<file path="config.mk">
export PLATFORM = sky130hd
export DESIGN_NAME = bkl_ctrl
export DESIGN_NICKNAME = d
export VERILOG_FILES = /design/src/sv/bkl_pkg.sv /design/src/sv/bkl_ctrl.sv
export SDC_FILE = /design/constraint.sdc
export NUM_CORES = 1
export LEC_CHECK = 0
export BUFFER_PORTS_ARGS = -buffer_cell sky130_fd_sc_hd__buf_2
export CAP_MARGIN = 30
export CORE_AREA = 5 5 42 44
export CTS_CLUSTER_SIZE = 12
export DETAILED_ROUTE_END_ITERATION = 12
export DIE_AREA = 0 0 47 49
export HOLD_SLACK_MARGIN = 0.12
export REMOVE_ABC_BUFFERS = 1
export SETUP_SLACK_MARGIN = 0.2
export SLEW_MARGIN = 20
export SYNTH_ARGS = -nofsm -noshare
export SYNTH_HDL_FRONTEND = slang
export SYNTH_SLANG_ARGS = --single-unit
</file>
<file path="constraint.sdc">
create_clock -name clk -period 2.8 [get_ports clk]
set_input_delay 0.56 -clock clk [delete_from_list [all_inputs] [get_ports clk]]
set_output_delay 0.56 -clock clk [all_outputs]
set_load 0.01 [all_outputs]
</file>
<file path="src/sv/bkl_pkg.sv">
// Shared types, token codes and controller/datapath signal groups for the backward LZ unpacker.
`timescale 1ns / 1ps
`default_nettype none
package bkl_pkg;

	// Input beat: a packed stream word or a byte request.
	typedef struct packed {
		logic        kind;
		logic [31:0] word;
	} in_item_t;

	// Result beat returned for every request.
	typedef struct packed {
		logic [7:0] data_byte;
		logic       byte_valid;
		logic       need_word;
		logic       done_res;
		logic       check_ok;
	} out_item_t;

	// Values of the kind field.
	localparam logic KIND_WORD    = 1'b0;
	localparam logic KIND_REQUEST = 1'b1;

	// Header phases.
	localparam logic [1:0] HDR_SIZE  = 2'd0;
	localparam logic [1:0] HDR_CHECK = 2'd1;
	localparam logic [1:0] HDR_BITS  = 2'd2;
	localparam logic [1:0] HDR_DONE  = 2'd3;

	// Token decoder phases.
	localparam logic [2:0] TOK_PREFIX  = 3'd0;
	localparam logic [2:0] TOK_SHORT   = 3'd1;
	localparam logic [2:0] TOK_KIND2   = 3'd2;
	localparam logic [2:0] TOK_LITLEN  = 3'd3;
	localparam logic [2:0] TOK_LENBYTE = 3'd4;
	localparam logic [2:0] TOK_DIST    = 3'd5;
	localparam logic [2:0] TOK_RUN     = 3'd6;

	// Marker bit placed at the top of a freshly loaded bit buffer.
	localparam logic [31:0] SENTINEL = 32'h8000_0000;

	// Commands from the controller to the datapath.
	typedef struct packed {
		logic word_load;
		logic take_bit;
		logic dispatch;
		logic rd_issue;
		logic emit_lit;
		logic emit_copy;
		logic res_stall;
		logic res_empty;
		logic out_load;
	} cmd_t;

	// Status from the datapath to the controller.
	typedef struct packed {
		logic hdr_done;
		logic done;
		logic bit_avail;
		logic want_zero;
		logic tok_run;
		logic run_copy;
	} stat_t;

endpackage
`default_nettype wire

</file>
<file path="src/sv/bkl_ctrl.sv">
// Sequencing state machine: accepts beats, steps the bit reader and hands results out.
`timescale 1ns / 1ps
`default_nettype none
module bkl_ctrl (
	input  wire logic          clk,
	input  wire logic          arst_n,
	input  wire logic          in_valid,
	input  wire logic          in_kind,
	output      logic          in_ready,
	output      logic          out_valid,
	input  wire logic          out_ready,
	input  wire bkl_pkg::stat_t stat,
	output      bkl_pkg::cmd_t  cmd
);
	import bkl_pkg::*;

	localparam logic [1:0] S_IDLE = 2'd0;
	localparam logic [1:0] S_STEP = 2'd1;
	localparam logic [1:0] S_READ = 2'd2;
	localparam logic [1:0] S_OUT  = 2'd3;

	logic [1:0] state_q;
	logic [1:0] state_d;
	logic       out_valid_q;

	assign in_ready  = (state_q == S_IDLE);
	assign out_valid = out_valid_q;

	// Next state and commands.
	always_comb begin
		state_d = state_q;
		cmd     = '0;
		case (state_q)
			S_IDLE: begin
				if (in_valid) begin
					if (in_kind == KIND_WORD) begin
						cmd.word_load = 1'b1;
					end else if (!stat.hdr_done) begin
						cmd.res_stall = 1'b1;
						state_d       = S_OUT;
					end else if (stat.done) begin
						cmd.res_empty = 1'b1;
						state_d       = S_OUT;
					end else begin
						state_d = S_STEP;
					end
				end
			end
			S_STEP: begin
				if (!stat.want_zero) begin
					if (stat.bit_avail) begin
						cmd.take_bit = 1'b1;
					end else begin
						cmd.res_stall = 1'b1;
						state_d       = S_OUT;
					end
				end else if (!stat.tok_run) begin
					cmd.dispatch = 1'b1;
				end else if (stat.run_copy) begin
					cmd.rd_issue = 1'b1;
					state_d      = S_READ;
				end else begin
					cmd.emit_lit = 1'b1;
					state_d      = S_OUT;
				end
			end
			S_READ: begin
				cmd.emit_copy = 1'b1;
				state_d       = S_OUT;
			end
			S_OUT: begin
				if (!out_valid_q || out_ready) begin
					cmd.out_load = 1'b1;
					state_d      = S_IDLE;
				end
			end
			default: begin
				state_d = S_IDLE;
			end
		endcase
	end

	// State and output valid flag.
	always_ff @(posedge clk or negedge arst_n) begin
		if (!arst_n) begin
			state_q     <= S_IDLE;
			out_valid_q <= 1'b0;
		end else begin
			state_q <= state_d;
			if (cmd.out_load) begin
				out_valid_q <= 1'b1;
			end else if (out_ready) begin
				out_valid_q <= 1'b0;
			end
		end
	end
endmodule
`default_nettype wire

</file>
==> reports/metrics.yaml <==
grt_usage: 0.0761
post_cts_resized: 0
drt_iter0_markers: 3
cts_setup_buffers: 0
dp_cells: 76
worstSetupPathType: "flip-flop to output port"
rr_endpoint: "state_q[1]"
hold_path_class: "flip-flop to flip-flop"
clk_latency_ns: 0.23
drive_above_1_share: 0.369
yosysTopAreaCell: "dfrtp_1"
synth_cells: 39
r2r_slack_ns: 1.39
max_slew_margin: 0.868
ys_ff_latch: 3
routabilityCongestion: 0.664
antenna_found_initial: 0
crit_path_max_fanout: 6
row_count: 14
tns_ns: 0
layout.cells.non_filler: 81
crit_family: "flip-flops"
synthFlopType: "dfrtp_1"
cap_viol_max_count: 0
synth.most_common_cell: "nand2_1"
r2r_start: "state_q[1]"
cts_buffers: 3
drt_pre_antenna_iters: 2
synth_edf_count: 0
routedWlPerCell_um: 10.0
fin_crit_sh: 0.764
cts_sinks: 3
synth_cell_types: 18
critPathSlowestCell: "dfrtp_1"
hold_slack_ns: 0.519
rsz0062_at_grt: "no"
drtAntennaViolNets: 0
fmax_mhz: 467
outcome: "finished clean"
critPathCaptureType: "output port"
finClkSkew_ns: 0.00196
p_leak_nw: 0.269
avgSynthCellArea_um2: 8.08
via_per_inst: 4.21
r2r_cells: 4
drc: 0
dp_hpwl_um: 672
grt_overflow: 0
cp-startpoint: "state_q[0]"
core_area_mm2: 0.00140
ys_warn_count: 0
dieWidth_um: 47
clock-root-buffer: "clkbuf_4"
cts-hold-fix-buffers: 1
die_y_um: 49
yosysTopAreaCellShare: 0.238
syn2layout_area_growth_pct: 51.2
crit_path_end: "cmd[2]"
setup_viol: 0
cp-start-kind: "flip-flop"
path_cells: "inv_1 -> ha_1 -> nand3_1 -> o22ai_1 -> a22o_1 -> buf_2"
ir_drop_uv: 390
synth_common_cells: "6 x nand2_1, 5 x ha_1, 5 x nor2_1"
grt_pass1_wl_um: 1300
required_ns: 2.24
powerDensity_mw_per_mm2: 844
cts_tree: "yes"
antenna_cells: 0
cp.depth: 6
grt_max_degree: 7
htreeDepth: 1
grt_pass1_vias: 364
fp.dieArea_mm2: 0.00230
clk_pin_slew_ns: 0.04
synth_area_leaders: "dfrtp_1 24%, ha_1 20%, mux2i_1 9.5%, nand2_1 7.1%, nor2_1 6.0%"
fin_nets: 82
finalMaxSlewViolations: 0
io_buffer_count: 21
hp-start: "out_valid"
fin_crit_ns: 2.14
crit_path_max_incr_delay_ns: 0.40
worstPathArrival_ns: 1.58
io_pins: 22
max-clock-path-buffers: 2
synthesis.area_um2: 315
synth-seq-area-share: 0.238
start_util: 0.225
routed_wirelength_um: 811
tightest_slew_ns: 0.198
vias: 341
critPathBufInv: 2
async_flop_share: 1.00
finalHoldViolations: 0
-- cell type report --
class,count,area [um2]
multi-input combinational,32,225
tap,16,20.0
fill,161,925
inverter,4,15.0
timing repair buffer,22,115
clock buffer,4,26.3
sequential,3,75.1
-- state kept, by name, indices dropped and copies added (netlist names) --
signal     flops
state_q        2
out_valid      1
-- per-layer routing --
metal / GRT usage / vias up / wire (um)
li1: - / 187 / -
met1: 0.0859 / 141 / 365
met2: 0.122 / 13 / 390
met3: 0.0111 / 0 / 54
met4: 0.0553 / 0 / 0
met5: 0 / - / 0
-- how the worst min path moves through the flow --
stage / to / slack (ns) / cells past startpoint
after floorplan: out_valid / 0.26 / 0
after global placement: out_valid / 0.36 / 1
after detailed placement: out_valid / 0.36 / 1
after CTS: out_valid / 0.52 / 2
after global routing: out_valid / 0.56 / 2
final: out_valid / 0.52 / 2
-- report_power, final --
group / internal [mW] / total [mW] / leakage (nW) / switching, mW
registers: 0.0679 / 0.0872 / 0.0350 / 0.0192
clock network: 0.0533 / 0.0735 / 0.0150 / 0.0202
logic: 0.108 / 0.242 / 0.220 / 0.134
-- per-stage QoR --
step            util  power (mW)  setup WS [ns]  cell area [um2]
5_1_grt        0.340       0.451          0.558              477
2_1_floorplan      -       0.255          0.987              315
4_1_cts        0.340       0.409          0.653              477
3_5_place_dp   0.314       0.332          0.898              440
6_report       0.340       0.402          0.660              477
3_3_place_gp   0.314       0.333          0.937              440
-- kinds of logic after synthesis --
kind of cell | count (synthesis) | synth area share
muxes | 3 | 0.0952
adders and majority gates | 5 | 0.198
DFF | 3 | 0.238
and+or+nand+nor | 18 | 0.286
buffers and inverters | 4 | 0.0476
AOI/OAI and AO/OA | 6 | 0.135
-- worst min-delay path: stages (launching register included) --
cell      delay, ns
dfrtp_1        0.33
nand2b_1       0.08
nand2_1        0.08
-- cells in the final DEF, fill, tap and decap left out, drive strengths merged --
cell type    netlist  final
a211oi             1      1
a21oi              1      1
a221o              1      1
a22o               1      1
and2               1      1
and4               1      1
buf                0     21
clkbuf             0      4
dfrtp              3      3
dlygate4sd3        0      1
ha                 5      5
inv                4      4
mux2i              3      3
nand2              6      6
nand2b             1      1
nand3              1      1
nand3b             1      1
nor2               5      5
nor3b              2      2
o21ai              1      1
o22ai              1      1
Note: power is estimated with default switching activity, not from simulation.
